`config.mk`:
```
export PLATFORM = sky130hd
export DESIGN_NAME = ordered_array_list_engine_top_flat
export DESIGN_NICKNAME = d
export VERILOG_FILES = /design/src/rtl/oal_pkg.sv /design/src/rtl/oal_if.sv /design/src/rtl/oal_ram.sv /design/src/rtl/ordered_array_list_engine_top.sv /design/src/flat_wrapper.sv
export SDC_FILE = /design/constraint.sdc
export NUM_CORES = 2
export LEC_CHECK = 0
export BUFFER_PORTS_ARGS = -buffer_cell sky130_fd_sc_hd__buf_2
export CAP_MARGIN = 20
export CELL_PAD_IN_SITES_DETAIL_PLACEMENT = 1
export CELL_PAD_IN_SITES_GLOBAL_PLACEMENT = 1
export CORE_ASPECT_RATIO = 1.1
export CORE_UTILIZATION = 35
export DETAILED_ROUTE_END_ITERATION = 12
export GPL_TIMING_DRIVEN = 0
export MAX_ROUTING_LAYER = met4
export PLACE_DENSITY = 0.62
export SLEW_MARGIN = 40
export SYNTH_ARGS = -nofsm -noshare
export SYNTH_HDL_FRONTEND = slang
export SYNTH_SLANG_ARGS = --single-unit
```
`constraint.sdc`:
```
create_clock -name clk -period 9.31 [get_ports clk]
set_input_delay 0.4655 -clock clk [delete_from_list [all_inputs] [get_ports clk]]
set_output_delay 0.4655 -clock clk [all_outputs]
set_load 0.02 [all_outputs]
```
`src/rtl/oal_pkg.sv`:
```
`timescale 1ns / 1ps

package oal_pkg;

  localparam int MODE_W   = 3;
  localparam int INDEX_W  = 7;
  localparam int DATA_W   = 32;
  localparam int STATUS_W = 2;
  localparam int COUNT_W  = 7;

  typedef enum logic [MODE_W-1:0] {
    OP_INSERT,
    OP_APPEND,
    OP_SET,
    OP_GET,
    OP_REMOVE_AT,
    OP_REMOVE_VALUE,
    OP_CLEAR,
    OP_SIZE
  } op_t;

  typedef enum logic [STATUS_W-1:0] {
    STAT_OK,
    STAT_RANGE,
    STAT_FULL
  } status_t;

  typedef enum logic [2:0] {
    S_IDLE,
    S_UP,
    S_DOWN,
    S_COMPACT,
    S_SET,
    S_GET,
    S_GET_WAIT,
    S_EMIT
  } state_t;

endpackage

```
`src/rtl/oal_if.sv`:
```
`timescale 1ns / 1ps

interface oal_req_if import oal_pkg::*; ();
  logic               valid;
  logic               ready;
  logic [MODE_W-1:0]  mode;
  logic [INDEX_W-1:0] index;
  logic [DATA_W-1:0]  value;

  modport source (output valid, mode, index, value, input ready);
  modport sink   (input valid, mode, index, value, output ready);
endinterface

interface oal_rsp_if import oal_pkg::*; ();
  logic                valid;
  logic                ready;
  logic [STATUS_W-1:0] status;
  logic [DATA_W-1:0]   read_value;
  logic [COUNT_W-1:0]  removed_count;
  logic [COUNT_W-1:0]  list_length;

  modport source (output valid, status, read_value, removed_count, list_length, input ready);
  modport sink   (input valid, status, read_value, removed_count, list_length, output ready);
endinterface

```
`src/rtl/oal_ram.sv`:
```
`timescale 1ns / 1ps

module oal_ram #(
  parameter int DEPTH = 64,
  parameter int WIDTH = 32
) (
  input  logic                     clk,
  input  logic                     we,
  input  logic [$clog2(DEPTH)-1:0] waddr,
  input  logic [WIDTH-1:0]         wdata,
  input  logic [$clog2(DEPTH)-1:0] raddr,
  output logic [WIDTH-1:0]         rdata
);

  logic [WIDTH-1:0] mem [DEPTH];

  always_ff @(posedge clk) begin
    if (we) begin
      mem[waddr] <= wdata;
    end
  end

  always_ff @(posedge clk) begin
    rdata <= mem[raddr];
  end

endmodule

```
`src/rtl/ordered_array_list_engine_top.sv`:
```
`timescale 1ns / 1ps

// Ordered list of up to CAPACITY words held in a memory with one write port and one registered
// read port, with one request in flight at a time (ready is high only when idle). Clear, size and
// any rejected request go straight from the accepting edge to the result. Set writes the word
// before the result, and get reads the entry and waits for the registered read data. Insert and
// append shift the tail up one entry per cycle and then write the new word. Remove at index
// shifts the tail down. Remove value reads every entry once and writes back the entries that do
// not match. The worst case is a full-length shift or compaction. The one-entry-per-cycle pace
// is set by the memory's single read and write port. A finished result sits in an output register
// until taken. A result that cannot move in stalls the engine, and the next request is accepted
// the cycle after that result has moved in.
module ordered_array_list_engine_top
  import oal_pkg::*;
#(
  parameter int CAPACITY    = 64,
  parameter int VALUE_WIDTH = 32
) (
  input logic      clk,
  input logic      rst,
  oal_req_if.sink  req,
  oal_rsp_if.source rsp
);

  localparam int AW    = $clog2(CAPACITY);
  localparam int LEN_W = $clog2(CAPACITY + 1);
  localparam int CMP_W = ((LEN_W > INDEX_W) ? LEN_W : INDEX_W) + 1;

  state_t state, state_next;

  logic [LEN_W-1:0]       length;
  logic [LEN_W-1:0]       pos;
  logic [LEN_W-1:0]       k;
  logic [LEN_W-1:0]       kept;
  logic [VALUE_WIDTH-1:0] word;
  logic                   pend;
  logic [AW-1:0]          pend_addr;
  status_t                res_status;
  logic [DATA_W-1:0]      res_read;
  logic [COUNT_W-1:0]     res_removed;

  logic                   out_valid;
  status_t                out_status;
  logic [DATA_W-1:0]      out_read;
  logic [COUNT_W-1:0]     out_removed;
  logic [COUNT_W-1:0]     out_length;

  logic                   mem_we;
  logic [AW-1:0]          mem_waddr;
  logic [VALUE_WIDTH-1:0] mem_wdata;
  logic [AW-1:0]          mem_raddr;
  logic [VALUE_WIDTH-1:0] mem_rdata;

  logic                   accept;
  op_t                    op;
  logic [CMP_W-1:0]       req_pos;
  logic [CMP_W-1:0]       req_pos_inc;
  logic [CMP_W-1:0]       len_ext;
  logic                   ins_range;
  logic                   idx_range;
  logic                   full;
  status_t                req_status;
  logic [LEN_W-1:0]       k_dec;
  logic [LEN_W-1:0]       removed_diff;
  logic                   walk_done;
  logic                   emit_go;

  oal_ram #(
    .DEPTH (CAPACITY),
    .WIDTH (VALUE_WIDTH)
  ) u_ram (
    .clk   (clk),
    .we    (mem_we),
    .waddr (mem_waddr),
    .wdata (mem_wdata),
    .raddr (mem_raddr),
    .rdata (mem_rdata)
  );

  // request decode
  assign accept      = req.valid && req.ready;
  assign op          = op_t'(req.mode);
  assign len_ext     = CMP_W'(length);
  assign req_pos     = (op == OP_APPEND) ? len_ext : CMP_W'(req.index);
  assign req_pos_inc = req_pos + CMP_W'(1);
  assign ins_range   = req_pos > len_ext;
  assign idx_range   = req_pos >= len_ext;
  assign full        = length == LEN_W'(CAPACITY);

  // index check takes priority over the full check
  always_comb begin
    req_status = STAT_OK;
    case (op)
      OP_INSERT, OP_APPEND: begin
        if (ins_range) begin
          req_status = STAT_RANGE;
        end else if (full) begin
          req_status = STAT_FULL;
        end
      end
      OP_SET, OP_GET, OP_REMOVE_AT: begin
        if (idx_range) req_status = STAT_RANGE;
      end
      default: ;
    endcase
  end

  assign k_dec        = k - LEN_W'(1);
  assign removed_diff = length - kept;
  assign walk_done    = (k >= length) && !pend;
  assign emit_go      = !out_valid || rsp.ready;

  // next state
  always_comb begin
    state_next = state;
    unique case (state)
      S_IDLE: begin
        if (accept) begin
          unique case (op)
            OP_INSERT, OP_APPEND: begin
              state_next = (ins_range || full) ? S_EMIT : S_UP;
            end
            OP_SET:          state_next = idx_range ? S_EMIT : S_SET;
            OP_GET:          state_next = idx_range ? S_EMIT : S_GET;
            OP_REMOVE_AT:    state_next = idx_range ? S_EMIT : S_DOWN;
            OP_REMOVE_VALUE: state_next = S_COMPACT;
            default:         state_next = S_EMIT;
          endcase
        end
      end
      S_UP:       if (k == pos && !pend) state_next = S_EMIT;
      S_DOWN:     if (walk_done) state_next = S_EMIT;
      S_COMPACT:  if (walk_done) state_next = S_EMIT;
      S_SET:      state_next = S_EMIT;
      S_GET:      state_next = S_GET_WAIT;
      S_GET_WAIT: state_next = S_EMIT;
      S_EMIT:     if (emit_go) state_next = S_IDLE;
      default:    state_next = S_IDLE;
    endcase
  end

  // memory and handshake controls
  always_comb begin
    req.ready = 1'b0;
    mem_we    = 1'b0;
    mem_waddr = pend_addr;
    mem_wdata = mem_rdata;
    mem_raddr = '0;
    unique case (state)
      S_IDLE: req.ready = 1'b1;
      S_UP: begin
        mem_raddr = k_dec[AW-1:0];
        if (pend) begin
          mem_we = 1'b1;
        end else if (k == pos) begin
          mem_we    = 1'b1;
          mem_waddr = pos[AW-1:0];
          mem_wdata = word;
        end
      end
      S_DOWN: begin
        mem_raddr = k[AW-1:0];
        mem_we    = pend;
      end
      S_COMPACT: begin
        mem_raddr = k[AW-1:0];
        mem_we    = pend && (mem_rdata != word);
        mem_waddr = kept[AW-1:0];
      end
      S_SET: begin
        mem_we    = 1'b1;
        mem_waddr = pos[AW-1:0];
        mem_wdata = word;
      end
      S_GET:   mem_raddr = pos[AW-1:0];
      default: ;
    endcase
  end

  always_ff @(posedge clk) begin
    if (rst) begin
      state     <= S_IDLE;
      length    <= '0;
      pend      <= 1'b0;
      out_valid <= 1'b0;
    end else begin
      state <= state_next;
      if (state == S_EMIT && emit_go) begin
        out_valid <= 1'b1;
      end else if (rsp.valid && rsp.ready) begin
        out_valid <= 1'b0;
      end
      unique case (state)
        S_IDLE: begin
          if (accept) begin
            pos         <= req_pos[LEN_W-1:0];
            word        <= VALUE_WIDTH'(req.value);
            kept        <= '0;
            pend        <= 1'b0;
            res_read    <= '0;
            res_removed <= '0;
            res_status  <= req_status;
            unique case (op)
              OP_INSERT, OP_APPEND: k <= length;
              OP_SET, OP_GET:       k <= '0;
              OP_REMOVE_AT:         k <= req_pos_inc[LEN_W-1:0];
              OP_CLEAR: begin
                k      <= '0;
                length <= '0;
              end
              default: k <= '0;
            endcase
          end
        end
        S_UP: begin
          // read k-1 now, write it to k next cycle
          pend      <= k > pos;
          pend_addr <= k[AW-1:0];
          if (k > pos) k <= k_dec;
          if (k == pos && !pend) length <= length + LEN_W'(1);
        end
        S_DOWN: begin
          pend      <= k < length;
          pend_addr <= k_dec[AW-1:0];
          if (k < length) k <= k + LEN_W'(1);
          if (walk_done) length <= k_dec;
        end
        S_COMPACT: begin
          pend <= k < length;
          if (k < length) k <= k + LEN_W'(1);
          if (pend && mem_rdata != word) kept <= kept + LEN_W'(1);
          if (walk_done) begin
            length      <= kept;
            res_removed <= COUNT_W'(removed_diff);
          end
        end
        S_GET_WAIT: res_read <= DATA_W'(mem_rdata);
        S_EMIT: begin
          if (emit_go) begin
            out_status  <= res_status;
            out_read    <= res_read;
            out_removed <= res_removed;
            out_length  <= COUNT_W'(length);
          end
        end
        default: ;
      endcase
    end
  end

  assign rsp.valid         = out_valid;
  assign rsp.status        = out_status;
  assign rsp.read_value    = out_read;
  assign rsp.removed_count = out_removed;
  assign rsp.list_length   = out_length;

`ifndef SYNTH
  a_length_bound: assert property (@(posedge clk) disable iff (rst)
    length <= LEN_W'(CAPACITY))
    else $error("list length beyond capacity");

  a_up_walk: assert property (@(posedge clk) disable iff (rst)
    state == S_UP |-> k >= pos)
    else $error("shift-up counter passed the insert position");

  a_compact_order: assert property (@(posedge clk) disable iff (rst)
    state == S_COMPACT |-> kept <= k)
    else $error("compaction write pointer ahead of read pointer");

  a_idle_clean: assert property (@(posedge clk) disable iff (rst)
    state == S_IDLE |-> !pend)
    else $error("pending shift write left over in idle");

  a_emit_load: assert property (@(posedge clk) disable iff (rst)
    state == S_EMIT && emit_go |=> rsp.valid && state == S_IDLE)
    else $error("result not loaded into output register");
`endif

endmodule

```
`src/flat_wrapper.sv`:
```
// flat-port wrapper written by rule: the top's interface ports become plain ports
module ordered_array_list_engine_top_flat import oal_pkg::*;
#(
  parameter int CAPACITY    = 64,
  parameter int VALUE_WIDTH = 32
)
  (clk, rst, req_valid, req_mode, req_index, req_value, req_ready, rsp_valid, rsp_status, rsp_read_value, rsp_removed_count, rsp_list_length, rsp_ready);
  oal_req_if req_i ();
  oal_rsp_if rsp_i ();
  input logic clk;
  input logic rst;
  input wire logic [$bits(req_i.valid)-1:0] req_valid;
  input wire logic [$bits(req_i.mode)-1:0] req_mode;
  input wire logic [$bits(req_i.index)-1:0] req_index;
  input wire logic [$bits(req_i.value)-1:0] req_value;
  output wire logic [$bits(req_i.ready)-1:0] req_ready;
  output wire logic [$bits(rsp_i.valid)-1:0] rsp_valid;
  output wire logic [$bits(rsp_i.status)-1:0] rsp_status;
  output wire logic [$bits(rsp_i.read_value)-1:0] rsp_read_value;
  output wire logic [$bits(rsp_i.removed_count)-1:0] rsp_removed_count;
  output wire logic [$bits(rsp_i.list_length)-1:0] rsp_list_length;
  input wire logic [$bits(rsp_i.ready)-1:0] rsp_ready;
  assign req_i.valid = req_valid;
  assign req_i.mode = req_mode;
  assign req_i.index = req_index;
  assign req_i.value = req_value;
  assign req_ready = req_i.ready;
  assign rsp_valid = rsp_i.valid;
  assign rsp_status = rsp_i.status;
  assign rsp_read_value = rsp_i.read_value;
  assign rsp_removed_count = rsp_i.removed_count;
  assign rsp_list_length = rsp_i.list_length;
  assign rsp_i.ready = rsp_ready;
  ordered_array_list_engine_top #(.CAPACITY(CAPACITY), .VALUE_WIDTH(VALUE_WIDTH)) u_core (.clk(clk), .rst(rst), .req(req_i), .rsp(rsp_i));
endmodule
```
# [Yosys cells after proc, flatten, opt, wreduce, memory -nomap -nowiden]
# Memory sizes are Yosys's and may differ from the RTL's. A register that Yosys moved wholly into a read port is not among the register bits.
# Index checks and enable logic that the tools add are counted.
[totals] regBits=160 ramBits=2048 inputBits=46 out_inout_bits=50 wordCells=138 mem_count=1
[mem_list] memory="u_core.u_ram.mem" words=64 word_bits=32 rd=1 rd_clocked_by_memory_dff=1 write_ports=1 line_no="oal_ram.sv:15" source="logic [WIDTH-1:0] mem [DEPTH];"
[op_classes] addsub=6 magnitude_cmp=5 eq_ne=26 n_mux=51 n_bitwise=1 reduce_logical=32
[op_table] cell="one-hot mux 32 bit (2 select lines)" count=2
[op_table] cell="2-to-1 mux 32 bit" count=3
[op_table] cell="2-to-1 mux 7 bit" count=12
[op_table] cell="one-hot mux 7 bit (2 select lines)" count=3
[op_table] cell="one-hot mux 6 bit (3 select lines)" count=2
[op_table] cell="!= test 32 bit" count=1
[op_table] cell="adder 7 x 1 -> 7 bit, second input constant" count=4
[op_table] cell="one-hot mux 7 bit (4 select lines)" count=1
[op_table] cell="equality test 3 bit, second input constant" count=7
[op_table] cell="one-hot mux 7 bit (3 select lines)" count=1
[op_table] cell="2-to-1 mux 3 bit" count=6
[op_table] cell="!= test 2 x 1 -> 1 bit, second input constant" count=9
[op_table] cell="one-hot mux 3 bit (6 select lines)" count=1
[op_table] cell="one-hot mux 3 bit (5 select lines)" count=1
[op_table] cell="equality test 3 x 2 -> 1 bit, second input constant" count=4
[op_table] cell="2-to-1 mux 6 bit" count=2
[op_table] cell="one-hot mux 6 bit (2 select lines)" count=1
[op_table] cell="AND reduction 4 bit" count=3
[op_table] cell="2-to-1 mux 1 bit" count=9
[op_table] cell="AND reduction 3 bit" count=3
[op_table] cell=">= comparator 8 x 7 -> 1 bit" count=1
[op_table] cell="> comparator 8 x 7 -> 1 bit" count=1
[op_table] cell="2-to-1 mux 2 bit" count=4
[op_table] cell="nonzero test 2 bit" count=4
[op_table] cell="24 further kinds" count=36

# [Longest topological paths before layout]
[logic_depth] ltp_word=8 mapped_depth=14 depth_no_buf=12

# [Modules after synthesis]
# From an unflattened synthesis, not the netlist that was laid out.
[unflattened] hier_cells=4183 hier_area_um2=86855.8
[by_module_without_submodules] mod="oal_ram" instances=1 cells_each=3421 area_per_inst_um2=78491.5 seq_area_each_um2=62139.6
[by_module_without_submodules] mod="ordered_array_list_engine_top" instances=1 cells_each=762 area_per_inst_um2=8364.3 seq_area_each_um2=4684.5

# [Worst setup path before layout]
# Ideal clock, no wire load.
[synth_path] path_kind="register to register" start="reg u_core.k[0]" end="mem u_core.u_ram.mem[16][0] (enable)" setup_ps=421 arrival_time_ps=3800 t_required_ps=8889 path_slack_ps=5089 stages_incl_launch_ff=10 n_path_buf=1 synth_period_minus_slack_ps=4221 cell_sequence="edfxtp_1 inv_1 ha_1 nand3_1 nor4_1 o21a_1 buf_2 a222oi_1 nand3b_1 nor2_1"
[synth_via] elab_chain_cells=6 elab_cells_between_ends=9 classes_between="1 x eq/ne; 8 x mux"
[synth_rtl] element="start, declared" line_no="ordered_array_list_engine_top.sv:33" source="logic [LEN_W-1:0] k;"
[synth_rtl] element="start signal, assigned" line_no="ordered_array_list_engine_top.sv:204" source="OP_INSERT, OP_APPEND: k <= length;"
[synth_rtl] element="start signal, assigned" line_no="ordered_array_list_engine_top.sv:206" source="OP_REMOVE_AT: k <= req_pos_inc[LEN_W-1:0];"
[synth_rtl] element="start signal, assigned" line_no="ordered_array_list_engine_top.sv:219" source="if (k > pos) k <= k_dec;"
[synth_rtl] element="equality test 7 bit *" line_no="ordered_array_list_engine_top.sv:155" source="end else if (k == pos) begin"
[synth_rtl] element="2-to-1 mux 1 bit" line_no="ordered_array_list_engine_top.sv:155"
[synth_rtl] element="2-to-1 mux 1 bit" line_no="ordered_array_list_engine_top.sv:153" source="if (pend) begin"
[synth_rtl] element="one-hot mux 1 bit (4 select lines)" line_no="ordered_array_list_engine_top.sv:149" source="unique case (state)"
[synth_rtl] element="2-to-1 mux 1 bit" line_no="oal_ram.sv:18" source="if (we) begin"
[synth_rtl] element="2-to-1 mux 1 bit (not written as such)" line_no="oal_ram.sv:19" source="mem[waddr] <= wdata;"
[synth_rtl] element="end, declared" line_no="oal_ram.sv:15"
# Every way passes the cells marked *; elsewhere a longest branch is shown, timed or not.

# [Final worst setup path]
[layout_path] start="reg u_core.k[0]" end="reg u_core.u_ram.rdata[2], read port of u_core.u_ram.mem"
[layout_via] elab_chain_cells=2
[layout_rtl] element="subtractor 7 x 1 -> 7 bit" line_no="ordered_array_list_engine_top.sv:108" source="assign k_dec = k - LEN_W'(1);"
[layout_rtl] element="one-hot mux 6 bit (3 select lines) *" line_no="ordered_array_list_engine_top.sv:149"
[layout_rtl] element="end, declared" line_no="oal_ram.sv:12" source="output logic [WIDTH-1:0] rdata"
# Marks and branches as above.
# A chain may end at the register's enable or synchronous reset.

==> metrics.txt <==
setup bufs post-CTS=0; Rows=between 150 and 200; Highest Clock Rate=around 170 MHz; max-slew violations=0; synthesis-to-finish area growth=19.58%; DRT antenna net count=0; Final Cell Area=106,700 um^2; clk sinks=2,240; Max Buffers Root-to-Sink=3; worst-path fanout max=10; period utilization=approximately two thirds; CTS buffer count=between 200 and 250; ys async rst share=0%; fillers=around 25,000; Hold Path Class=in2reg; global-route wire length before repair=between 400 and 500 mm; Slew HR=~33%; Residual DRC=0; Die H=531.5 um; register bit total from synthesis=about 2,200; first-pass detailed-route iteration total=5; Worst Setup End Kind=flip-flop; vias=~59,000; Final setup viols=0; Setup Skew=0.04810 ns; worst hold slack=0.1365 ns; slowest CP cell=buf_2; cell count along the critical path=12; critical path, cell by cell=inv_1, ha_1, or4b_4, nand3_2, buf_2, buf_2, nand2_1, a22oi_1, o221ai_1, a31oi_1, nor3_2, a211oi_1; number of enable flip-flop cells after synthesis=between 2,000 and 2,500; Critical Path Most Common Cell=buf_2; max-cap violation count=0; syn avg cell area=about 15 um^2; Leak Pwr=approximately 36 nW; final hold vios=0; cell area after synthesis=slightly below 90,000 um^2; RSZ-0062 raised after global routing=no; Placed Instance Area=about 100,000 um^2; status=complete, no violations; DR vias/cell=5.909; CTS clk-pin slew, worst paths=0.07 ns; Total GRT Usage=27.84%; root buf cell=clkbuf_16; Primary FF master, synth=edfxtp_1; H-tree Lvls=4; Placed Instances=about 9,500; critical path's top delay family=buffers and inverters; crit path DAT=6.77 ns; Slew @ Worst Pin=around 1 ns; vias in the first global route=58,850; RD Place Congestion=between 0.9 and 1; Worst Path Buf+Inv=3; DIE AREA=256,900 um^2; initial DRC count=approximately 9,000; crit path kind=reg2reg; die span in x=483.3 um; setup TNS=0 ns; Warnings, synthesis=0; core area=about 250,000 um^2; FF-to-FF setup slack=between 3 and 4 ns; post-synthesis sequential area ratio=around 75%; Worst IR Drop VDD=about 0.00026 V; NumNets Final=about 6,600; PortBufs=just over 90; WL/cell=~35 um; detailed placer's ending HPWL=approximately 250 mm; Worst Path Required=10.03 ns; initial antenna violation count=26; Hold Buf Count CTS=43; cts repair resizes=0; CTS tree=built; post-synth cell types=87; total grt overflow=0; I/O pin count=between 90 and 100; worst reg2reg path depth=12; largest net degree at the start of global routing=65; hold path cells=5; Mapped Cells=5,910; min Tclk post-route=6.055 ns; Starting Density=a little over a third; Worst setup SP type=flip-flop; Syn Nets=between 5,000 and 6,000; critical path's largest stage delay=approximately 0.84 ns; drt total wl=353.9 mm; post-route insts no fill=between 10,000 and 15,000; share of cells above drive strength 1=between 15 and 20%; PD cells=369.2 nW/um^2; worst skew pair latency=around 0.91 ns
[cells in the mapped netlist, drive strengths merged, types with 44 or more instances]
master,number,share of area (%)
a21oi,111,0.63
edfxtp,2196,74
mux4,145,3.7
nand2,1275,5.4
dfxtp,44,0.99
clkbuf,114,0.48
nand4,52,0.36
buf,244,1.6
o21ai,63,0.35
and3,151,1.1
mux2i,125,1.4
nand3,485,2.7
a31oi,142,1.0
nor2,145,0.62
a22oi,46,0.39
xnor2,45,0.44
[cells by family after synthesis]
kind of cell	share of synthesized area (%)
compound gates	5.284
xor+xnor	0.6088
fa+ha+maj	0.4994
buf+inv	2.195
flops	74.92
mux	5.556
simple gates	10.94
[through the flow]
stage	utilization, %	power (W)	setup WS (ns)
3_3_place_gp	36.99	0.02918	1.623
5_1_grt	42.04	0.03993	3.360
2_1_floorplan	-	0.02115	5.089
4_1_cts	41.98	0.03882	3.435
6_report	42.05	0.03938	3.255
3_5_place_dp	39.12	0.03018	3.482
[power breakdown]
group          internal [W]  switching, W  leakage (nW)  total [W]
clock               0.00477       0.00395          3.36    0.00872
combinational       0.00420        0.0131          12.4     0.0173
sequential           0.0131      0.000210          20.1     0.0133
total                0.0221        0.0173          35.8     0.0394
[sequential cells by signal (all words and copies together), names as in the netlist]
signal	flops
u_core.u_ram.mem	2048
u_core.res_read	32
u_core.rsp.read_value	32
u_core.u_ram.rdata	32
u_core.word	32
u_core.k	7
u_core.kept	7
u_core.length	7
u_core.pos	7
u_core.res_removed	7
u_core.rsp.list_length	7
u_core.rsp.removed_count	7
u_core.pend_addr	6
u_core.state	3
u_core.res_status	2
u_core.rsp.status	2
u_core.pend	1
u_core.rsp.valid	1
[cell type report]
type	instances	area, um^2	area share, %
buffer	358	1889	1.771
timing repair buffer	344	5364	5.029
tap	3332	4169	3.909
multi-input combinational	3276	21420	20.08
clock buffer	281	5953	5.581
inverter	36	135.1	0.1267
clock inverter	122	875.8	0.8212
antenna	13	32.53	0.03050
sequential	2240	66820	62.65
[tightest hold or removal path, stage by stage]
cell and delay (ns):
buf_2 0.13, or3_1 0.11, a21oi_1 0.07, a21oi_1 0.12, o22ai_1 0.09
[placed cells by master, fill, tap and decap left out, types with 45 or more instances in the layout]
cell       instances
nand4_1           52
edfxtp_1        2196
buf_8             75
clkinv_1          50
a22oi_1           46
mux4_2           145
buf_2            260
clkbuf_16        227
a21oi_1          107
buf_16           107
o21ai_0           61
and3_1           150
xnor2_1           45
clkbuf_1         120
nor2_4            70
a31oi_1          131
nand2_1         1266
clkinv_2          47
buf_4             62
mux2i_1          125
nor2_1            69
nand3_1          484
[path summary, 6_finish.rpt]
kind,to,startpoint
worst max register to register,u_core.u_ram.rdata[2],u_core.k[0]
worst min register to register,u_core.rsp.read_value[9],u_core.res_read[9]
worst min-delay path,u_core.pend,req_valid
worst max-delay path,u_core.u_ram.rdata[2],u_core.k[0]
[per-layer routing]
layer / vias up / track usage (%) / wire, um / share of wire, %
li1: 23770 / - / - / -
met1: 30800 / 33.88 / 132100 / 37
met2: 3596 / 43.25 / 164200 / 46
met3: 941 / 5.441 / 33670 / 9.5
met4: 0 / 16.09 / 23880 / 6.7
met5: - / - / 0 / 0
Power figures use the tool's default switching activity.
